===== src/rtl/core/alm_pkg.sv =====
// Shared types, constants and codes of the array linked list manager.
package alm_pkg;

    localparam int CAPACITY = 64;
    localparam int IDX_W    = 6;
    localparam int LINK_W   = 7;
    localparam int CNT_W    = 7;
    localparam logic [LINK_W-1:0] NIL = 7'd127;

    // Request codes
    localparam logic [1:0] REQ_HEAD = 2'd0;
    localparam logic [1:0] REQ_SLOT = 2'd1;
    localparam logic [1:0] REQ_DUMP = 2'd2;

    // Status codes
    localparam logic [1:0] ST_OK     = 2'd0;
    localparam logic [1:0] ST_NOFREE = 2'd1;
    localparam logic [1:0] ST_EMPTY  = 2'd2;

    // Read address select
    localparam logic [1:0] RD_FREE = 2'd0;
    localparam logic [1:0] RD_SLOT = 2'd1;
    localparam logic [1:0] RD_WALK = 2'd2;

    // Write source select
    localparam logic [1:0] WR_HEAD = 2'd0;
    localparam logic [1:0] WR_MOVE = 2'd1;
    localparam logic [1:0] WR_SLOT = 2'd2;

    // Result kind select
    localparam logic [1:0] EM_FAIL = 2'd0;
    localparam logic [1:0] EM_HEAD = 2'd1;
    localparam logic [1:0] EM_SLOT = 2'd2;
    localparam logic [1:0] EM_DUMP = 2'd3;

    typedef struct packed {
        logic [1:0]        req_type;
        logic [IDX_W-1:0]  slot;
        logic signed [31:0] key;
        logic signed [31:0] info;
    } t_req;

    typedef struct packed {
        logic [1:0]        status;
        logic [IDX_W-1:0]  node_index;
        logic signed [31:0] key_out;
        logic signed [31:0] info_out;
        logic [CNT_W-1:0]  element_count;
        logic              last;
    } t_rsp;

    typedef struct packed {
        logic       latch;
        logic       rd_en;
        logic [1:0] rd_sel;
        logic       take_free;
        logic       wr_en;
        logic [1:0] wr_sel;
        logic       walk_start;
        logic       walk_adv;
        logic       emit;
        logic [1:0] em_kind;
        logic [1:0] em_status;
        logic       em_last;
    } t_cmd;

    typedef struct packed {
        logic free_nil;
        logic head_nil;
        logic count_zero;
        logic slot_member;
        logic link_nil;
        logic out_free;
    } t_sts;

endpackage


===== src/rtl/core/alm_ctrl.sv =====
// Controller state machine of the array linked list manager.
module alm_ctrl (
    input  logic          i_clk,
    input  logic          i_rst_n,
    input  logic          i_in_valid,
    input  logic [1:0]    i_req_type,
    input  alm_pkg::t_sts i_sts,
    output logic          o_in_stall,
    output alm_pkg::t_cmd o_cmd
);

    localparam int IDX_W = alm_pkg::IDX_W;
    localparam logic [IDX_W-1:0] K_LAST = IDX_W'(alm_pkg::CAPACITY - 1);

    localparam logic [3:0] S_IDLE   = 4'd0;
    localparam logic [3:0] S_H_RD   = 4'd1;
    localparam logic [3:0] S_H_TAKE = 4'd2;
    localparam logic [3:0] S_H_WR   = 4'd3;
    localparam logic [3:0] S_S_RD   = 4'd4;
    localparam logic [3:0] S_S_TAKE = 4'd5;
    localparam logic [3:0] S_S_MOVE = 4'd6;
    localparam logic [3:0] S_S_WR   = 4'd7;
    localparam logic [3:0] S_D_RD   = 4'd8;
    localparam logic [3:0] S_D_EMIT = 4'd9;
    localparam logic [3:0] S_FAIL   = 4'd10;

    logic [3:0]       r_state, n_state;
    logic [1:0]       r_fail_st, n_fail_st;
    logic [IDX_W-1:0] r_k, n_k;
    logic             w_last;

    // Hold state, failure code and walk counter
    always_ff @(posedge i_clk) begin
        if (!i_rst_n) begin
            r_state   <= S_IDLE;
            r_fail_st <= alm_pkg::ST_OK;
            r_k       <= '0;
        end else begin
            r_state   <= n_state;
            r_fail_st <= n_fail_st;
            r_k       <= n_k;
        end
    end

    assign o_in_stall = (r_state != S_IDLE);
    assign w_last     = i_sts.link_nil || (r_k == K_LAST);

    // Sequence each request through its memory steps
    always_comb begin
        n_state   = r_state;
        n_fail_st = r_fail_st;
        n_k       = r_k;
        o_cmd     = '0;
        unique case (r_state)
            S_IDLE: begin
                if (i_in_valid) begin
                    o_cmd.latch = 1'b1;
                    unique case (i_req_type)
                        alm_pkg::REQ_HEAD: begin
                            if (i_sts.free_nil) begin
                                n_fail_st = alm_pkg::ST_NOFREE;
                                n_state   = S_FAIL;
                            end else begin
                                n_state = S_H_RD;
                            end
                        end
                        alm_pkg::REQ_SLOT: begin
                            if (i_sts.count_zero) begin
                                n_fail_st = alm_pkg::ST_EMPTY;
                                n_state   = S_FAIL;
                            end else if (i_sts.free_nil) begin
                                n_fail_st = alm_pkg::ST_NOFREE;
                                n_state   = S_FAIL;
                            end else if (!i_sts.slot_member) begin
                                n_fail_st = alm_pkg::ST_EMPTY;
                                n_state   = S_FAIL;
                            end else begin
                                n_state = S_S_RD;
                            end
                        end
                        alm_pkg::REQ_DUMP: begin
                            if (i_sts.head_nil) begin
                                n_fail_st = alm_pkg::ST_EMPTY;
                                n_state   = S_FAIL;
                            end else begin
                                o_cmd.walk_start = 1'b1;
                                n_k              = '0;
                                n_state          = S_D_RD;
                            end
                        end
                        default: begin
                            n_state = S_IDLE;
                        end
                    endcase
                end
            end
            S_H_RD: begin
                o_cmd.rd_en  = 1'b1;
                o_cmd.rd_sel = alm_pkg::RD_FREE;
                n_state      = S_H_TAKE;
            end
            S_H_TAKE: begin
                o_cmd.take_free = 1'b1;
                n_state         = S_H_WR;
            end
            S_H_WR: begin
                if (i_sts.out_free) begin
                    o_cmd.wr_en     = 1'b1;
                    o_cmd.wr_sel    = alm_pkg::WR_HEAD;
                    o_cmd.emit      = 1'b1;
                    o_cmd.em_kind   = alm_pkg::EM_HEAD;
                    o_cmd.em_status = alm_pkg::ST_OK;
                    o_cmd.em_last   = 1'b1;
                    n_state         = S_IDLE;
                end
            end
            S_S_RD: begin
                o_cmd.rd_en  = 1'b1;
                o_cmd.rd_sel = alm_pkg::RD_FREE;
                n_state      = S_S_TAKE;
            end
            S_S_TAKE: begin
                o_cmd.take_free = 1'b1;
                o_cmd.rd_en     = 1'b1;
                o_cmd.rd_sel    = alm_pkg::RD_SLOT;
                n_state         = S_S_MOVE;
            end
            S_S_MOVE: begin
                o_cmd.wr_en  = 1'b1;
                o_cmd.wr_sel = alm_pkg::WR_MOVE;
                n_state      = S_S_WR;
            end
            S_S_WR: begin
                if (i_sts.out_free) begin
                    o_cmd.wr_en     = 1'b1;
                    o_cmd.wr_sel    = alm_pkg::WR_SLOT;
                    o_cmd.emit      = 1'b1;
                    o_cmd.em_kind   = alm_pkg::EM_SLOT;
                    o_cmd.em_status = alm_pkg::ST_OK;
                    o_cmd.em_last   = 1'b1;
                    n_state         = S_IDLE;
                end
            end
            S_D_RD: begin
                o_cmd.rd_en  = 1'b1;
                o_cmd.rd_sel = alm_pkg::RD_WALK;
                n_state      = S_D_EMIT;
            end
            S_D_EMIT: begin
                if (i_sts.out_free) begin
                    o_cmd.emit      = 1'b1;
                    o_cmd.em_kind   = alm_pkg::EM_DUMP;
                    o_cmd.em_status = alm_pkg::ST_OK;
                    o_cmd.em_last   = w_last;
                    o_cmd.walk_adv  = 1'b1;
                    n_k             = r_k + IDX_W'(1);
                    n_state         = w_last ? S_IDLE : S_D_RD;
                end
            end
            S_FAIL: begin
                if (i_sts.out_free) begin
                    o_cmd.emit      = 1'b1;
                    o_cmd.em_kind   = alm_pkg::EM_FAIL;
                    o_cmd.em_status = r_fail_st;
                    o_cmd.em_last   = 1'b1;
                    n_state         = S_IDLE;
                end
            end
            default: begin
                n_state = S_IDLE;
            end
        endcase
    end

endmodule


===== config.mk =====
export PLATFORM = sky130hd
export DESIGN_NAME = alm_ctrl
export DESIGN_NICKNAME = d
export VERILOG_FILES = /design/src/rtl/core/alm_pkg.sv /design/src/rtl/core/alm_ctrl.sv
export SDC_FILE = /design/constraint.sdc
export NUM_CORES = 1
export LEC_CHECK = 0
export ABC_CLOCK_PERIOD_IN_PS = 1840
export BUFFER_PORTS_ARGS = -buffer_cell sky130_fd_sc_hd__buf_2
export CORE_MARGIN = 1.5
export CORE_UTILIZATION = 36
export CTS_CLUSTER_DIAMETER = 200
export DETAILED_ROUTE_END_ITERATION = 8
export PLACE_DENSITY = 0.62
export SYNTH_ARGS = -nofsm -noshare
export SYNTH_HDL_FRONTEND = slang
export SYNTH_SLANG_ARGS = --single-unit

===== constraint.sdc =====
create_clock -name i_clk -period 1.84 [get_ports i_clk]
set_input_delay 0.092 -clock i_clk [delete_from_list [all_inputs] [get_ports i_clk]]
set_output_delay 0.092 -clock i_clk [all_outputs]
set_load 0.02 [all_outputs]

Word-level counts from Yosys, hierarchy flattened --
Cells that the tools add are included.
Word-level totals: output and inout bits 17, input bits 11, register bits 12, logic and storage cells 76
Cells by class: add/sub/neg operators 1, multiplexer cells 39, reduce and logical (&&, ||, !) cells 12, equal/unequal tests 21
Operators with widths (count):
- 6-bit 2-to-1 mux | 7
- 4-bit one-hot mux with 9 select lines | 1
- 4-bit 2-to-1 mux | 8
- 6-bit one-hot mux with 4 select lines | 1
- 3-bit one-hot mux with 3 select lines | 2
- 4-bit by 3-bit == test with 1-bit output (second input constant) | 4
- 4-bit == test (second input constant) | 3
- 2-bit 2-to-1 mux | 6
- 4-bit one-hot mux with 3 select lines | 1
- 6-bit one-hot mux with 2 select lines | 1
- 2-bit != test (second input constant) | 5
- 4-bit by 2-bit == test with 1-bit output (second input constant) | 2
- 1-bit 2-to-1 mux | 8
- 7-bit 2-to-1 mux | 1
- 6-bit by 1-bit adder with 6-bit output (second input constant) | 1
- 6-bit == test (second input constant) | 1
- 3-bit 2-to-1 mux | 2
- 2-bit one-hot mux with 3 select lines | 1
- 6-bit AND reduction | 1
- 5-bit AND reduction | 1
- 4-bit by 1-bit == test with 1-bit output (second input constant) | 1
- 4-bit logical NOT | 1
- 2-bit by 1-bit != test with 1-bit output (second input constant) | 2
- 4-bit != test (second input constant) | 1
- other kinds (10) | 11

Depth between registers and ports, before layout --
Gate-level depths: netlist of run 1.
word-level depth 6, gate-level depth with buffers 7, gate-level depth less buffers 6

Worst setup path after synthesis of run 1 --
OpenSTA, ideal clock, no wires.
kind flip-flop to output port, start point reg r_state[3], end point out o_cmd[5] (netlist bit), buffers on the path 1, stages on the path, launching flop included 5, required time 1748 ps, path slack 299 ps, arrival time 1449 ps, cells stage by stage dfxtp_1 buf_2 nor4bb_1 a21oi_1 a21boi_0
RTL lines:
- start: declaration | RTL line alm_ctrl.sv:27 | logic [3:0] r_state, n_state;
- start signal: assignment | RTL line alm_ctrl.sv:39 | r_state <= n_state;
- end: declaration | RTL line alm_ctrl.sv:9 | output alm_pkg::t_cmd o_cmd

==> qor.yml, run 1 <==
setup_ws_ns: 0.0474
worstSetupStartpointType: "flop"
dp.final_hpwl_mm: 2.33
clk_path_buf_depth: 2
path_class: "reg -> out"
wl_mm: 3.05
initial_core_util_pct: 38.6
crit_cells: 6
finClkSkew_ns: 0.0104
synth.area.top_cells: "dfxtp_1 (22%), ha_1 (5.8%), a21oi_1 (5.5%), and3_1 (3.5%), or4_1 (3.5%)"
timing.fmax_mhz: 558
end_kind: "primary output"
cp_max_fo: 6
finalCritPeriodShare_pct: 97.4
cts_num_sinks: 12
slowest_stage: "dfxtp_4"
final_util_pct: 49.2
yosysUniqueCellTypes: 53
drc: 0
slew_headroom_pct: 44.0
final_nets: 192
max_cap_violations: 0
hold_buffers: 0
syn_area_per_cell_um2: 7.63
seq_area_frac_synth_pct: 22.2
port_buffers: 27
synthArstFlopShare_pct: 0
outcome: "complete, no violations"
min_path_cells: 3
syn-num-nets: 158
critical-path-top-delay-family: "simple AND/OR/NAND/NOR gates"
cp_cell_sequence: "buf_4 > buf_6 > and4bb_2 > and2_4 > or2_1 > buf_6"
antennaDiodeCount: 0
worstPathArrival_ns: 1.70
setup_viol: 0
synth_area_leader_cell: "dfxtp_1"
synth_seq_cells: 12
dp_slack_ns: 0.0202
finalHoldViolations: 0
tightestPinTransition_ns: 0.836
clock_latency_ns: 0.29
antenna_found_initial: 0
hp-class: "in -> reg"
drive_gt1_share_pct: 30.3
core-area_mm2: 0.00281
ir_drop_v: 0.000616
cts_root_buf: "clkbuf_4"
tns_ns: 0
worstPathRequired_ns: 1.75
min_period_ns: 1.79
synth_top_area_share_pct: 22.2
netlist_instances: 142
ios: 28
rsz0062_at_grt: "no"
cts_tree: "built"
path_buf_inv: 3
yosysWarnings: 0
slowest_delay_ns: 0.38
leakagePower_nw: 0.607
ant_nets: 0
synth_edf_count: 0
r2r_cells: 4
fin_hold_ws_ns: 0.134
grt_pass1_vias: 1107
grt_start_max_net_pins: 13
numCtsBuffers: 3
routed-via-count: 1225
wl_per_cell_um: 14.8
maxSlewViolCount: 0
path_clk_slew_ns: 0.09
grt_pass1_wl_mm: 4.79
viasPerCell: 5.95
powerDensity_mw_per_mm2: 1090
netlist_area_mm2: 0.00108
rows: 19
gp_congestion: 0.932
grt_usage_pct: 18.6
syn2layout_area_growth_pct: 27.4
fp.dieW_um: 57.9
cp_common_cell: "buf_6"
synthFlopType: "dfxtp_1"
fp.dieH_um: 57.9
drt_first_pass_iters: 4
gr-total-overflow: 0
die_area_mm2: 0.00335
drt_iter0_drc: 40
ctsHtreeMaxLevel: 1
==> sequential cells by signal (all words and copies together) (netlist names) <==
register / cells
r_state: 4
r_fail_st: 2
r_k: 6
==> tightest hold or removal path, stage by stage <==
cell and delay, ns:
buf_2 0.14, inv_1 0.10, a21oi_1 0.05
==> power by group <==
part | switching (mW) | internal, mW | total, mW
clock | 0.104 | 0.120 | 0.225
combinational | 0.521 | 0.388 | 0.910
sequential | 0.0663 | 0.309 | 0.375
==> synthesized netlist by cell type (2+ instances only) <==
| library cell | count |
|---|---|
| nand3_1 | 5 |
| nor2_1 | 7 |
| or4_1 | 5 |
| clkbuf_1 | 2 |
| o211ai_1 | 2 |
| nand3b_1 | 2 |
| nor3b_1 | 3 |
| o21ai_1 | 2 |
| o31ai_1 | 4 |
| nor4bb_1 | 2 |
| and2_1 | 3 |
| dfxtp_1 | 12 |
| or3_1 | 2 |
| nor3_1 | 3 |
| nor4_1 | 2 |
| o21a_1 | 3 |
| o21ai_0 | 6 |
| a21oi_1 | 12 |
| nor2b_1 | 4 |
| inv_1 | 5 |
| nand2_1 | 6 |
| buf_2 | 6 |
| xnor2_1 | 2 |
| a31oi_1 | 2 |
| and3_1 | 6 |
| ha_1 | 5 |
| nand2b_1 | 3 |
==> path summary, 6_finish.rpt <==
check             startpoint  slack (ns)      endpoint
setup / recovery  r_state[3]        0.05      o_cmd[4]
hold / removal       i_rst_n        0.13  r_fail_st[0]
setup reg to reg  r_state[0]        0.16        r_k[5]
hold reg to reg       r_k[4]        0.48        r_k[4]
==> area by class of cell <==
cell class,instances,area [um^2]
timing repair buffer,39,233
multi-input combinational,113,797
sequential,12,249
fill,283,1430
inverter,7,26.3
clock buffer,4,36.3
tap,31,38.8
==> per-stage QoR <==
stage / std cells / instance area [um^2] / total power [mW]
2_1_floorplan: 142 / 1080 / 0.941
3_3_place_gp: 201 / 1290 / 1.18
3_5_place_dp: 201 / 1290 / 1.19
4_1_cts: 205 / 1330 / 1.43
5_1_grt: 206 / 1380 / 1.61
6_report: 206 / 1380 / 1.51
==> placed cells by master (no fill, tap or decap), drive strengths merged, types with 3 or more instances in the layout <==
cell    count
dfxtp      12
nor4        3
nor3        3
o31ai       4
o21a        3
nor2        7
clkbuf      5
or4         5
nor2b       4
buf        38
and3        6
nor3b       3
nand2       6
and2        3
nand2b      3
o21ai       8
nand3       5
inv         6
a21oi      12
ha          5
==> logic make-up (layout without fill, tap and decap cells) <==
kind of cell             after synthesis  in the layout  synth area share (%)
AND/OR/NAND/NOR                       63             63                  36.8
adder cells (fa/ha/maj)                5              5                  5.77
buffers and inverters                 17             50                  7.27
multiplexers                           2              2                  1.96
XOR/XNOR                               3              3                  2.43
AO/OA/AOI/OAI                         40             40                  23.6
flip-flops                            12             12                  22.2
==> timing repair <==
item	CTS	global route
setup buffers	0	1
hold endpoints to repair	0	0
pin swaps	0	1
setup endpoints to repair	3	5
resized for setup	3	11
==> per-layer routing <==
metal,wire length [um],up-vias,track usage (%),part of all wire (%)
li1,-,598,-,-
met1,1340,578,22.9,44
met2,1490,39,31.8,49
met3,147,10,2.01,4.8
met4,76,0,9.63,2.5
met5,0,-,0,0
Note: power is estimated with default switching activity, not from simulation.
==> run 2, diff against run 1 <==
--- a/config.mk
+++ b/config.mk
@@ -8,10 +8,10 @@
 export ABC_CLOCK_PERIOD_IN_PS = 1840
 export BUFFER_PORTS_ARGS = -buffer_cell sky130_fd_sc_hd__buf_2
 export CORE_MARGIN = 1.5
-export CORE_UTILIZATION = 36
+export CORE_UTILIZATION = 52
 export CTS_CLUSTER_DIAMETER = 200
 export DETAILED_ROUTE_END_ITERATION = 8
-export PLACE_DENSITY = 0.62
+export PLACE_DENSITY = 0.83
 export SYNTH_ARGS = -nofsm -noshare
 export SYNTH_HDL_FRONTEND = slang
 export SYNTH_SLANG_ARGS = --single-unit
==> run 2 against run 1 <==
Sequential power is 3% lower. Total power is 4.7% lower. Final area is 5.2% lower. Setup slack worse by 0.0043 ns. First-iteration DRC count is 15% lower. Non-clock buffer count is 7 lower. Clock skew is 0.0082 ns lower. Fmax is 0.24% lower. Global-route usage is 8.8 points higher. Final cell count is 5.3% lower. Sequential share of layout area is 1.1 points higher.
==> qor.yml, run 2 (same netlist as run 1, synthesis figures left out) <==
outcome: "complete, no violations"
ant_nets: 0  # unchanged
syn2layout_area_growth_pct: 20.8
tightestPinTransition_ns: 0.871  # +0.0351 ns
path_clk_slew_ns: 0.08  # about the same
port_buffers: 27  # unchanged
r2r_start: "r_state[0]"
clock_latency_ns: 0.28  # about the same
antennaDiodeCount: 0  # unchanged
leakagePower_nw: 0.566  # -6.7%
numCtsBuffers: 3  # unchanged
path_class: "reg -> out"
rsz0062_at_grt: "no"
setup_viol: 0  # unchanged
timing.fmax_mhz: 557  # -0.24%
top_register: "r_k"
finalHoldViolations: 0  # unchanged
worstPathArrival_ns: 1.70  # about the same
min_period_ns: 1.80  # +0.00425 ns
crit-reg2reg-capture: "r_k[0]"
grt_pass1_vias: 1219  # +10%
powerDensity_mw_per_mm2: 1100  # +0.44%
reg.largest.list: "r_k x6, r_state x4, r_fail_st x2"
antenna_found_initial: 0  # unchanged
dp_slack_ns: 0.0492  # +0.0290 ns
stdcell_count: 195  # -5.3%
worstSetupStartpointType: "flop"
routed-via-count: 1213  # -0.98%
tns_ns: 0  # unchanged
wl_mm: 3.00  # -1.9%
r2r_cells: 4  # unchanged
final_util_pct: 66.7  # +18 points
layout_common_cells: "buf_2 (27), a21oi_1 (11), dfxtp_1 (8)"
viasPerCell: 6.22  # +4.6%
grt_pass1_wl_mm: 5.11  # +6.8%
max_cap_violations: 0  # unchanged
initial_core_util_pct: 55.2  # +17 points
setup_ws_ns: 0.0431  # -0.00425 ns
worstPathRequired_ns: 1.75  # about the same
ios: 28  # unchanged
cts_root_buf: "clkbuf_4"
slew_headroom_pct: 41.7  # -2.4 points
dp_cells: 191  # -5.0%
grt_start_max_net_pins: 16  # +3
end_kind: "primary output"
final_nets: 185  # -3.6%
die_area_mm2: 0.00237  # -29%
finClkSkew_ns: 0.00220  # -0.00819 ns
clk_path_buf_depth: 2  # unchanged
wl_per_cell_um: 15.4  # +3.6%
cts_num_sinks: 12  # unchanged
drc: 0  # unchanged
hp-class: "in -> reg"
drt_iter0_drc: 34  # -15%
gp_congestion: 0.860  # -7.8%
final_common_cell: "buf_2"
finalCritPeriodShare_pct: 97.7  # +0.23 points
cts_tree: "built"
maxSlewViolCount: 0  # unchanged
regToRegSetupSlack_ns: 0.16  # about the same
ir_drop_v: 0.000593  # -3.7%
crit_end: "o_cmd[0]"
fillCellCount: 191  # -33%
rows: 16  # -3
ctsHtreeMaxLevel: 1  # unchanged
drt_first_pass_iters: 5  # +1
cp_max_fo: 11  # +5
worstSetupStartpoint: "r_state[0]"
fp.dieH_um: 48.6  # -16%
core-area_mm2: 0.00196  # -30%
dp.final_hpwl_mm: 2.24  # -3.8%
drive_gt1_share_pct: 27.4  # -2.9 points
gr-total-overflow: 0  # unchanged
largest_reg_flops: 6  # unchanged
fp.dieW_um: 48.6  # -16%
grt_usage_pct: 27.4  # +8.8 points
run 2: metal layers:
metal / part of all wire [%] / GRT usage (%) / vias up
li1: - / - / 584
met1: 39 / 29.3 / 564
met2: 51 / 47.5 / 48
met3: 4.5 / 4.01 / 17
met4: 4.8 / 22.4 / 0
met5: 0 / 0 / -
run 2: cell type report:
class,instances,area [um^2],area share (%)
clock buffer,4,36.3,2.77
inverter,7,26.3,2.01
tap,27,33.8,2.58
sequential,12,250,19.1
multi-input combinational,113,786,60.0
timing repair buffer,32,176,13.5
run 2: worst min-delay path by stage:
stage          startpoint            to  depth (start not counted)
3_3_place_gp      i_rst_n  r_fail_st[1]                          3
3_5_place_dp      i_rst_n  r_fail_st[1]                          3
2_1_floorplan     i_rst_n  r_fail_st[0]                          2
6_report          i_rst_n  r_fail_st[0]                          3
4_1_cts           i_rst_n  r_fail_st[1]                          3
5_1_grt           i_rst_n  r_fail_st[1]                          3
run 2: critical path, stage by stage, from the launching register on:
cell     delay (ns)
dfxtp_2        0.37
buf_4          0.19
nor2b_2        0.18
a21oi_2        0.21
o21ai_0        0.12
and2_1         0.18
buf_2          0.16
run 2: per-stage QoR:
stage               area, um^2  power (mW)  hold slack (ns)
finish                    1310        1.44            0.152
global route              1310        1.53            0.166
CTS                       1300        1.41            0.150
detailed placement        1240        1.15            0.452
global placement          1240        1.11            0.439
floorplan                 1080       0.941            0.243
run 2: what timing repair did:
item                                    in CTS  in global routing
endpoints found under the setup margin       3                  3
setup buffers                                0                  0
hold buffers                                 0                  0
hold endpoints to repair                     0                  0
resized for setup                            6                  6
pin swaps                                    0                  2
run 2: report_power, final:
part | total (mW) | leakage (nW) | switching (mW) | internal, mW
Combinational | 0.854 | 0.446 | 0.530 | 0.324
Sequential | 0.364 | 0.0996 | 0.0602 | 0.304
Clock | 0.220 | 0.0210 | 0.0991 | 0.121
Total | 1.44 | 0.566 | 0.690 | 0.749
